### src/design/adsr_pkg.sv
// Shared types and constants for the ADSR envelope generator.
package adsr_pkg;

  localparam int UNDERSAMPLE_LOG2 = 5;
  localparam int TICK_W           = (UNDERSAMPLE_LOG2 > 0) ? UNDERSAMPLE_LOG2 : 1;
  localparam int SAMPLE_RATE_HZ   = 48000;
  localparam int MS_PER_S         = 1000;
  localparam int MS_SCALE         = SAMPLE_RATE_HZ / MS_PER_S;
  localparam int LEVEL_SHIFT      = 17;
  localparam int DIVS_W           = 22;  // 16-bit ms times 48
  localparam int CFG_IDX_W        = 3;
  localparam int CFG_DATA_W       = 16;

  localparam logic [CFG_IDX_W-1:0] CFG_ATTACK  = 3'd0;
  localparam logic [CFG_IDX_W-1:0] CFG_DECAY   = 3'd1;
  localparam logic [CFG_IDX_W-1:0] CFG_SUSTAIN = 3'd2;
  localparam logic [CFG_IDX_W-1:0] CFG_RELEASE = 3'd3;
  localparam logic [CFG_IDX_W-1:0] CFG_GATE    = 3'd4;

  localparam logic [1:0] MODE_START = 2'd1;
  localparam logic [1:0] MODE_STOP  = 2'd2;

  typedef enum logic [1:0] {
    EVT_NONE,
    EVT_START,
    EVT_STOP
  } evt_t;

  typedef enum logic [2:0] {
    PH_OFF     = 3'd0,
    PH_ATTACK  = 3'd1,
    PH_DECAY   = 3'd2,
    PH_SUSTAIN = 3'd3,
    PH_RELEASE = 3'd4
  } phase_t;

  // envelope engine sequencer
  typedef enum logic [2:0] {
    ST_IDLE,
    ST_EVENT,
    ST_REL_WAIT,
    ST_ADV,
    ST_ADV_WAIT,
    ST_MUL,
    ST_EMIT
  } bst_t;

  // classified input word as it sits in the queue
  typedef struct packed {
    evt_t               evt;
    logic               tick;    // counter steps on this sample
    logic signed [15:0] sample;
  } item_t;

  typedef struct packed {
    logic              start;
    logic [31:0]       dividend;
    logic [DIVS_W-1:0] divisor;
  } div_req_t;

  typedef struct packed {
    logic        done;
    logic [31:0] quotient;
  } div_rsp_t;

endpackage

### src/design/adsr_front.sv
// Input side: accepts sample words, decodes the event and tracks the step tick.
module adsr_front import adsr_pkg::*; (
  input  logic        clk,
  input  logic        rst,
  input  logic        s_tvalid,
  output logic        s_tready,
  input  logic [15:0] s_tdata,
  input  logic [1:0]  s_tuser,
  input  logic        q_full,
  output logic        q_push,
  output item_t       q_item
);

  localparam logic [TICK_W-1:0] TICK_MASK = TICK_W'((1 << UNDERSAMPLE_LOG2) - 1);

  logic [TICK_W-1:0] tick_count;
  evt_t              evt;

  assign s_tready = !q_full;
  assign q_push   = s_tvalid && !q_full;

  always_comb begin
    unique case (s_tuser)
      MODE_START: evt = EVT_START;
      MODE_STOP:  evt = EVT_STOP;
      default:    evt = EVT_NONE;   // none, and the unused code
    endcase
  end

  assign q_item.evt    = evt;
  assign q_item.tick   = ((tick_count & TICK_MASK) == '0);
  assign q_item.sample = s_tdata;

  always_ff @(posedge clk) begin
    if (rst) begin
      tick_count <= '0;
    end else if (q_push) begin
      tick_count <= (tick_count + 1'b1) & TICK_MASK;
    end
  end

endmodule

### src/design/adsr_queue.sv
// Four-entry queue between the input side and the envelope engine.
module adsr_queue import adsr_pkg::*; (
  input  logic  clk,
  input  logic  rst,
  input  logic  push,
  input  item_t push_item,
  output logic  full,
  input  logic  pop,
  output logic  valid,
  output item_t head
);

  localparam int DEPTH = 4;
  localparam int PTR_W = $clog2(DEPTH);

  item_t            mem [DEPTH];
  logic [PTR_W-1:0] wr_ptr;
  logic [PTR_W-1:0] rd_ptr;
  logic [PTR_W:0]   count;

  assign full  = (count == (PTR_W+1)'(DEPTH));
  assign valid = (count != '0);
  assign head  = mem[rd_ptr];

  always_ff @(posedge clk) begin
    if (push) begin
      mem[wr_ptr] <= push_item;
    end
  end

  always_ff @(posedge clk) begin
    if (rst) begin
      wr_ptr <= '0;
      rd_ptr <= '0;
      count  <= '0;
    end else begin
      if (push) wr_ptr <= wr_ptr + 1'b1;
      if (pop)  rd_ptr <= rd_ptr + 1'b1;
      count <= count + (PTR_W+1)'(push) - (PTR_W+1)'(pop);
    end
  end

endmodule

### src/design/adsr_div.sv
// Restoring divider, one quotient bit per cycle.
module adsr_div import adsr_pkg::*; (
  input  logic     clk,
  input  logic     rst,
  input  div_req_t req,
  output div_rsp_t rsp
);

  logic              busy;
  logic              done;
  logic [4:0]        cnt;
  logic [DIVS_W-1:0] rem;
  logic [DIVS_W-1:0] dvs;
  logic [31:0]       quo;
  logic [DIVS_W:0]   trial;
  logic [DIVS_W:0]   diff;

  assign trial = {rem, quo[31]};
  assign diff  = trial - {1'b0, dvs};

  assign rsp.done     = done;
  assign rsp.quotient = quo;

  always_ff @(posedge clk) begin
    if (req.start) begin
      quo <= req.dividend;
      rem <= '0;
      dvs <= req.divisor;
    end else if (busy) begin
      if (!diff[DIVS_W]) begin
        rem <= diff[DIVS_W-1:0];
        quo <= {quo[30:0], 1'b1};
      end else begin
        rem <= trial[DIVS_W-1:0];
        quo <= {quo[30:0], 1'b0};
      end
    end
  end

  always_ff @(posedge clk) begin
    if (rst) begin
      busy <= 1'b0;
      done <= 1'b0;
      cnt  <= '0;
    end else begin
      done <= 1'b0;
      if (req.start) begin
        busy <= 1'b1;
        cnt  <= '0;
      end else if (busy) begin
        cnt <= cnt + 1'b1;
        if (cnt == 5'd31) begin
          busy <= 1'b0;
          done <= 1'b1;
        end
      end
    end
  end

endmodule

### src/design/adsr_back.sv
// Envelope engine: event handling, counter step, gain multiply, output register.
module adsr_back import adsr_pkg::*; (
  input  logic                  clk,
  input  logic                  rst,
  input  logic                  q_valid,
  input  item_t                 q_head,
  output logic                  q_pop,
  output div_req_t              div_req,
  input  div_rsp_t              div_rsp,
  input  logic                  cfg_valid,
  output logic                  cfg_ready,
  input  logic [CFG_IDX_W-1:0]  cfg_index,
  input  logic [CFG_DATA_W-1:0] cfg_data,
  output logic                  m_tvalid,
  input  logic                  m_tready,
  output logic [23:0]           m_tdata
);

  bst_t state, state_next;

  logic [15:0] attack_ms, decay_ms, release_ms;
  logic [14:0] sustain_lvl, gate_lvl;

  item_t                 item;
  phase_t                phase;
  logic [31:0]           level;
  logic [31:0]           release_step;
  logic [14:0]           held;
  logic signed [31:0]    prod;
  logic signed [15:0]    out_audio;
  phase_t                out_phase;

  logic        rel_start, adv_start, apply_step, out_free;
  logic [31:0] sus, gate, step_val, lvl_step;
  logic [32:0] sum;
  logic [31:0] dec_t;
  phase_t      ph_step;

  function automatic logic [31:0] scale_step(input logic [31:0] v);
    if (UNDERSAMPLE_LOG2 == 0) return v;
    if ((v >> (32 - UNDERSAMPLE_LOG2)) != '0) return '1;
    return v << UNDERSAMPLE_LOG2;
  endfunction

  function automatic logic [DIVS_W-1:0] ms_divisor(input logic [15:0] ms);
    return DIVS_W'({{(DIVS_W-16){1'b0}}, ms} * DIVS_W'(MS_SCALE));
  endfunction

  assign cfg_ready = 1'b1;
  assign out_free  = !m_tvalid || m_tready;
  assign sus       = {sustain_lvl, 17'b0};
  assign gate      = {gate_lvl, 17'b0};

  assign rel_start = (item.evt == EVT_STOP) && (phase != PH_OFF) && (release_ms != '0);
  assign adv_start = item.tick &&
                     (((phase == PH_ATTACK) && (attack_ms != '0)) ||
                      ((phase == PH_DECAY) && (decay_ms != '0)));
  assign apply_step = ((state == ST_ADV) && item.tick && !adv_start) ||
                      ((state == ST_ADV_WAIT) && div_rsp.done);

  // zero time gives the saturated step
  assign step_val = (state == ST_ADV_WAIT) ? scale_step(div_rsp.quotient) : '1;
  assign sum      = {1'b0, level} + {1'b0, step_val};
  assign dec_t    = (step_val > level) ? '0 : (level - step_val);

  always_comb begin
    lvl_step = level;
    ph_step  = phase;
    unique case (phase)
      PH_ATTACK: begin
        if (sum[32]) begin
          lvl_step = '1;
          ph_step  = PH_DECAY;
        end else begin
          lvl_step = sum[31:0];
        end
      end
      PH_DECAY: begin
        if (dec_t <= sus) begin
          lvl_step = sus;
          ph_step  = PH_SUSTAIN;
        end else if (dec_t < gate) begin
          lvl_step = '0;
          ph_step  = PH_OFF;
        end else begin
          lvl_step = dec_t;
        end
      end
      PH_SUSTAIN: begin
        lvl_step = sus;
        if (sus == '0) ph_step = PH_OFF;
      end
      PH_RELEASE: begin
        if (release_step > level) begin
          lvl_step = '0;
          ph_step  = PH_OFF;
        end else begin
          lvl_step = level - release_step;
        end
      end
      default: begin
        lvl_step = '0;
        ph_step  = PH_OFF;
      end
    endcase
  end

  // next state
  always_comb begin
    state_next = state;
    unique case (state)
      ST_IDLE:     if (q_valid) state_next = ST_EVENT;
      ST_EVENT:    state_next = rel_start ? ST_REL_WAIT : ST_ADV;
      ST_REL_WAIT: if (div_rsp.done) state_next = ST_ADV;
      ST_ADV:      state_next = adv_start ? ST_ADV_WAIT : ST_MUL;
      ST_ADV_WAIT: if (div_rsp.done) state_next = ST_MUL;
      ST_MUL:      state_next = ST_EMIT;
      ST_EMIT:     if (out_free) state_next = ST_IDLE;
      default:     state_next = ST_IDLE;
    endcase
  end

  // outputs to queue and divider
  always_comb begin
    q_pop            = 1'b0;
    div_req.start    = 1'b0;
    div_req.dividend = level;
    div_req.divisor  = ms_divisor(release_ms);
    unique case (state)
      ST_IDLE:  q_pop = q_valid;
      ST_EVENT: div_req.start = rel_start;
      ST_ADV: begin
        div_req.start    = adv_start;
        div_req.dividend = (phase == PH_DECAY) ? ~sus : '1;
        div_req.divisor  = ms_divisor((phase == PH_DECAY) ? decay_ms : attack_ms);
      end
      default: ;
    endcase
  end

  always_ff @(posedge clk) begin
    if (rst) state <= ST_IDLE;
    else     state <= state_next;
  end

  always_ff @(posedge clk) begin
    if (rst) begin
      attack_ms   <= 16'd100;
      decay_ms    <= 16'd250;
      sustain_lvl <= 15'd16000;
      release_ms  <= 16'd50;
      gate_lvl    <= 15'd0;
    end else if (cfg_valid) begin
      unique case (cfg_index)
        CFG_ATTACK:  attack_ms   <= cfg_data;
        CFG_DECAY:   decay_ms    <= cfg_data;
        CFG_SUSTAIN: sustain_lvl <= cfg_data[14:0];
        CFG_RELEASE: release_ms  <= cfg_data;
        CFG_GATE:    gate_lvl    <= cfg_data[14:0];
        default: ;
      endcase
    end
  end

  always_ff @(posedge clk) begin
    if (rst) begin
      phase        <= PH_OFF;
      level        <= '0;
      release_step <= '0;
      held         <= '0;
    end else begin
      if (state == ST_EVENT) begin
        if ((item.evt == EVT_STOP) && (phase != PH_OFF)) begin
          phase <= PH_RELEASE;
          if (release_ms == '0) release_step <= '1;
        end else if (item.evt == EVT_START) begin
          phase <= PH_ATTACK;
        end
      end
      if ((state == ST_REL_WAIT) && div_rsp.done) begin
        release_step <= scale_step(div_rsp.quotient);
      end
      if (apply_step) begin
        level <= lvl_step;
        phase <= ph_step;
        held  <= lvl_step[31:LEVEL_SHIFT];
      end
    end
  end

  always_ff @(posedge clk) begin
    if ((state == ST_IDLE) && q_valid) item <= q_head;
    if (state == ST_MUL) prod <= 32'(item.sample) * $signed({17'b0, held});
    if ((state == ST_EMIT) && out_free) begin
      out_audio <= prod[30:15];
      out_phase <= phase;
    end
  end

  always_ff @(posedge clk) begin
    if (rst) begin
      m_tvalid <= 1'b0;
    end else if ((state == ST_EMIT) && out_free) begin
      m_tvalid <= 1'b1;
    end else if (m_tready) begin
      m_tvalid <= 1'b0;
    end
  end

  assign m_tdata = {5'b0, out_phase, out_audio};

endmodule

### src/design/adsr_envelope_generator.sv
// Each word is popped in idle, then passes the event, advance, multiply and emit states,
// waiting on the divider for each divide; an item needs at most one (release step at
// note stop, or attack/decay step). One item at a time, held up by the bit-serial 32-bit
// divider and output stalls; a 4-word queue keeps input acceptance going meanwhile.
// Reset (synchronous, rst high): phase off, counter, release step and tick cleared,
// registers to defaults; the block is ready as soon as reset is released.
module adsr_envelope_generator import adsr_pkg::*; (
  input  logic                  clk,
  input  logic                  rst,
  // input stream
  input  logic                  s_tvalid,
  output logic                  s_tready,
  input  logic [15:0]           s_tdata,   // [15:0] audio_in
  input  logic [1:0]            s_tuser,   // [1:0] mode
  // output stream
  output logic                  m_tvalid,
  input  logic                  m_tready,
  output logic [23:0]           m_tdata,   // [15:0] audio_out, [18:16] phase, zero pad
  // register writes
  input  logic                  cfg_valid,
  output logic                  cfg_ready,
  input  logic [CFG_IDX_W-1:0]  cfg_index,
  input  logic [CFG_DATA_W-1:0] cfg_data
);

  item_t    q_item, q_head;
  logic     q_push, q_pop, q_full, q_valid;
  div_req_t div_req;
  div_rsp_t div_rsp;

  // front: decode event, stamp tick, push word
  adsr_front u_front (
    .clk      (clk),
    .rst      (rst),
    .s_tvalid (s_tvalid),
    .s_tready (s_tready),
    .s_tdata  (s_tdata),
    .s_tuser  (s_tuser),
    .q_full   (q_full),
    .q_push   (q_push),
    .q_item   (q_item)
  );

  adsr_queue u_queue (
    .clk       (clk),
    .rst       (rst),
    .push      (q_push),
    .push_item (q_item),
    .full      (q_full),
    .pop       (q_pop),
    .valid     (q_valid),
    .head      (q_head)
  );

  // shared step divider
  adsr_div u_div (
    .clk (clk),
    .rst (rst),
    .req (div_req),
    .rsp (div_rsp)
  );

  // back: envelope state machine and output register
  adsr_back u_back (
    .clk       (clk),
    .rst       (rst),
    .q_valid   (q_valid),
    .q_head    (q_head),
    .q_pop     (q_pop),
    .div_req   (div_req),
    .div_rsp   (div_rsp),
    .cfg_valid (cfg_valid),
    .cfg_ready (cfg_ready),
    .cfg_index (cfg_index),
    .cfg_data  (cfg_data),
    .m_tvalid  (m_tvalid),
    .m_tready  (m_tready),
    .m_tdata   (m_tdata)
  );

endmodule

### config.mk
export PLATFORM = sky130hd
export DESIGN_NAME = adsr_envelope_generator
export DESIGN_NICKNAME = d
export VERILOG_FILES = /design/src/design/adsr_pkg.sv /design/src/design/adsr_front.sv /design/src/design/adsr_queue.sv /design/src/design/adsr_div.sv /design/src/design/adsr_back.sv /design/src/design/adsr_envelope_generator.sv
export SDC_FILE = /design/constraint.sdc
export NUM_CORES = 2
export LEC_CHECK = 0
export ABC_AREA = 0
export BUFFER_PORTS_ARGS = -buffer_cell sky130_fd_sc_hd__buf_2
export CORE_MARGIN = 2
export CORE_UTILIZATION = 40
export CTS_CLUSTER_DIAMETER = 40
export DETAILED_ROUTE_END_ITERATION = 7
export PLACE_DENSITY_LB_ADDON = 0.1
export SYNTH_ARGS = -nofsm -noshare
export SYNTH_HDL_FRONTEND = slang
export SYNTH_SLANG_ARGS = --single-unit
### constraint.sdc
create_clock -name clk -period 10.2 [get_ports clk]
set_input_delay 1.53 -clock clk [delete_from_list [all_inputs] [get_ports clk]]
set_output_delay 1.53 -clock clk [all_outputs]
set_load 0.05 [all_outputs]
==> impl_metrics.ini <==
[sta]
relSlewSlack = 0.249
post-route-min-period_ns = 9.02
finalSetupViolCount = 0
fmax_mhz = 111
report.final.slew_viol_count = 0
hold_violations = 0
tns_ns = 0
setup_slack_ns = 1.18
worstMarginPinSlew_ns = 1.12
period_share = 0.884
final.setup_skew_ns = 0.0537
rsz0062_at_grt = false

[route]
drcViolationCount = 0
vias = 25300
drt-wirelength-per-cell_um = 19.9
firstDrtPassIters = 6
routed_wl_um = 94500
initialDrtViolationCount = 1716
drtAntennaViolNets = 0
post_drt_via_cell_ratio = 5.32

[clock_network]
cts_tree = yes
clk_path_buf_depth = 3
clock-sinks = 366
post_cts.repair.setup_buffers = 0
cts_resized = 0
cts-root-buf = clkbuf_16
path_clk_slew_ns = 0.05
clock_latency_ns = 0.62
htreeDepth = 3
cts_hold_buf = 0
cts_made_buffers = 77

[synth]
ys_top_cells_by_count = inv_1 (481), nand2_1 (441), ha_1 (269)
post-synth-top-count-cell = inv_1
yosys.area.top_type_share = 0.169
synth_edf_count = 180
yosysUniqueCellTypes = 89
synth_top_area_cell = edfxtp_1
syn-mean-instance-area_um2 = 8.85
yosysSeqAreaShare = 0.285
synth.area.top_cells = edfxtp_1 (17%), fa_1 (15%), dfxtp_1 (12%)
ys_warn_count = 0
synth-seq-cells = 366
yosys_most_used_dff = dfxtp_1
async_flop_share = 0
synthCells = 3622
netlist_area_um2 = 32100

[die]
coreArea_um2 = 79100
die_w_um = 287
die_y_um = 287
initial_core_util = 0.405
rows = 103
fp.dieArea_um2 = 82500
ios = 69

[flow_run]
drv_cap = 0

[critical_path]
worstPathMaxFanout = 26
worstSetupEndpointType = flip-flop
slowest_stage = nand2_1
crit_arrival_ns = 9.43
slowest_delay_ns = 0.78
crit_required_ns = 10.61
critPathKind = reg2reg
ff2ff_path_depth = 26
r2r-end = u_back.held[9]$_SDFFE_PP0P_
rrSetupSlack_ns = 1.18
cp-start-kind = flip-flop
reg2reg_from = u_back.state[2]$_SDFFE_PP0P_

[final_layout]
drive_above_1_share = 0.0857
final_nets = 4195
postLayoutCellArea_um2 = 36000
fill_cells = 7831
final-seq-area_um2 = 9130
multi_input_area_um2 = 20500
utilization = 0.455
area_growth_pct = 12.2

[global_route]
grt_max_degree = 93
grt_pass1_vias = 25600
grt_antenna_before_repair = 3
grt_use_total = 0.231
grt_pass1_wl_um = 148000
grt_overflow = 0

[worst_hold_path]
hp-class = reg2reg
whs_endpoint = u_back.out_audio[14]$_DFFE_PP_
whs_path_depth = 0
min_from = u_back.prod[29]$_DFFE_PN_

[place]
post-place-ws_ns = 1.40
dpl.hpwl_um = 71300
io_buffers = 62
gp_congestion = 0.930
dpl_cell_area_um2 = 33400

[status]
status = finished, final reports clean

[pwr]
powerDensity_nw_per_um2 = 155
leakage_nw = 15.5
ir_drop_v = 0.000157
critical path, delay by kind of cell, from the launching register on:
family                     cells  cell delay [ns]
and+or+nand+nor               12             4.22
AOI/OAI and AO/OA              9             2.73
adders and majority gates      2             0.83
DFF                            1             0.48
buffers and inverters          2             0.32
xor gates and xnor gates       1             0.18
cells in the final DEF (no fill, tap or decap), drive strengths merged, types with 23 or more instances in the layout:
cell | Yosys | routed
or3 | 24 | 24
a21oi | 245 | 245
nor4 | 25 | 25
and2 | 113 | 113
fa | 247 | 247
o21a | 27 | 27
nand3 | 36 | 36
nor2 | 252 | 252
nand4 | 37 | 37
a31oi | 23 | 23
xor2 | 48 | 48
xnor2 | 97 | 97
o211ai | 25 | 25
ha | 269 | 269
or2 | 39 | 39
a211oi | 34 | 34
dfxtp | 186 | 186
o21ai | 144 | 144
a21o | 36 | 36
inv | 481 | 492
edfxtp | 180 | 180
nand2 | 441 | 441
clkinv | 2 | 26
nand2b | 43 | 43
nor3 | 85 | 85
clkbuf | 151 | 91
nor2b | 35 | 35
buf | 21 | 104
kinds of logic (layout without fill, tap and decap cells):
| group | after synthesis | in the layout | synth area share |
|---|---|---|---|
| buffers and inverters | 655 | 729 | 0.0787 |
| adder cells (fa/ha/maj) | 516 | 516 | 0.259 |
| AND/OR/NAND/NOR | 1183 | 1183 | 0.174 |
| multiplexers | 38 | 38 | 0.0193 |
| flip-flops | 366 | 366 | 0.285 |
| AO/OA/AOI/OAI | 717 | 717 | 0.144 |
| XOR/XNOR | 145 | 145 | 0.0396 |
| other | 2 | 8 | 0.000234 |
area by class of cell:
class,instances,area share
well taps,1050,0.0365
repair buffers,104,0.0175
flip-flops and latches,366,0.254
inverters,483,0.0504
clock inverters,51,0.0167
diodes,2,0.000139
clock buffers,91,0.0562
multi-input cells,2605,0.569
metal layers:
metal	global-route usage	vias to the layer above	part of all wire
met2	0.363	680	0.44
met1	0.334	12200	0.48
met5	0	-	0
li1	-	12300	-
met3	0.0361	129	0.058
met4	0.0549	0	0.020
metrics by stage:
step	hold slack, ns	power (mW)	cells
after global placement	0.401	3.07	4608
after global routing	0.412	5.82	4750
after CTS	0.415	5.62	4750
after detailed placement	0.406	3.06	4608
after floorplan	0.400	2.64	3626
final	0.414	5.57	4752
worst max path at each step:
stage / endpoint / cells past startpoint / from
final: u_back.held[9]$_SDFFE_PP0P_ / 26 / u_back.state[2]$_SDFFE_PP0P_
after global routing: u_back.held[9]$_SDFFE_PP0P_ / 26 / u_back.state[2]$_SDFFE_PP0P_
after CTS: u_back.held[9]$_SDFFE_PP0P_ / 26 / u_back.state[2]$_SDFFE_PP0P_
after detailed placement: u_back.held[2]$_SDFFE_PP0P_ / 26 / u_back.state[2]$_SDFFE_PP0P_
after global placement: u_back.held[2]$_SDFFE_PP0P_ / 26 / u_back.state[2]$_SDFFE_PP0P_
after floorplan: u_back.phase[1]$_SDFFE_PP0P_ / 30 / u_div.quo[28]$_DFFE_PP_
power by group:
group / internal [mW] / switching (mW)
Sequential: 1.74 / 0.321
Clock: 1.64 / 0.887
Combinational: 0.378 / 0.604
state kept, by name, summed over array words and instances, names as in the netlist, 2 cells and up:
signal               count
u_div.cnt                5
u_queue.rd_ptr           2
u_back.out_phase         3
u_back.attack_ms        16
u_queue.wr_ptr           2
u_back.level            17
u_back.gate_lvl         15
u_back.held             15
u_back.phase             3
u_div.dvs               18
u_back.out_audio        16
u_back.sustain_lvl      15
u_back.decay_ms         16
u_back.item             19
u_queue.count            3
u_back.prod             16
u_front.tick_count       5
u_queue.mem             76
u_back.release_ms       16
u_back.state             3
u_div.rem               22
u_div.quo               32
u_back.release_step     28
Note: power is estimated with default switching activity, not from simulation.
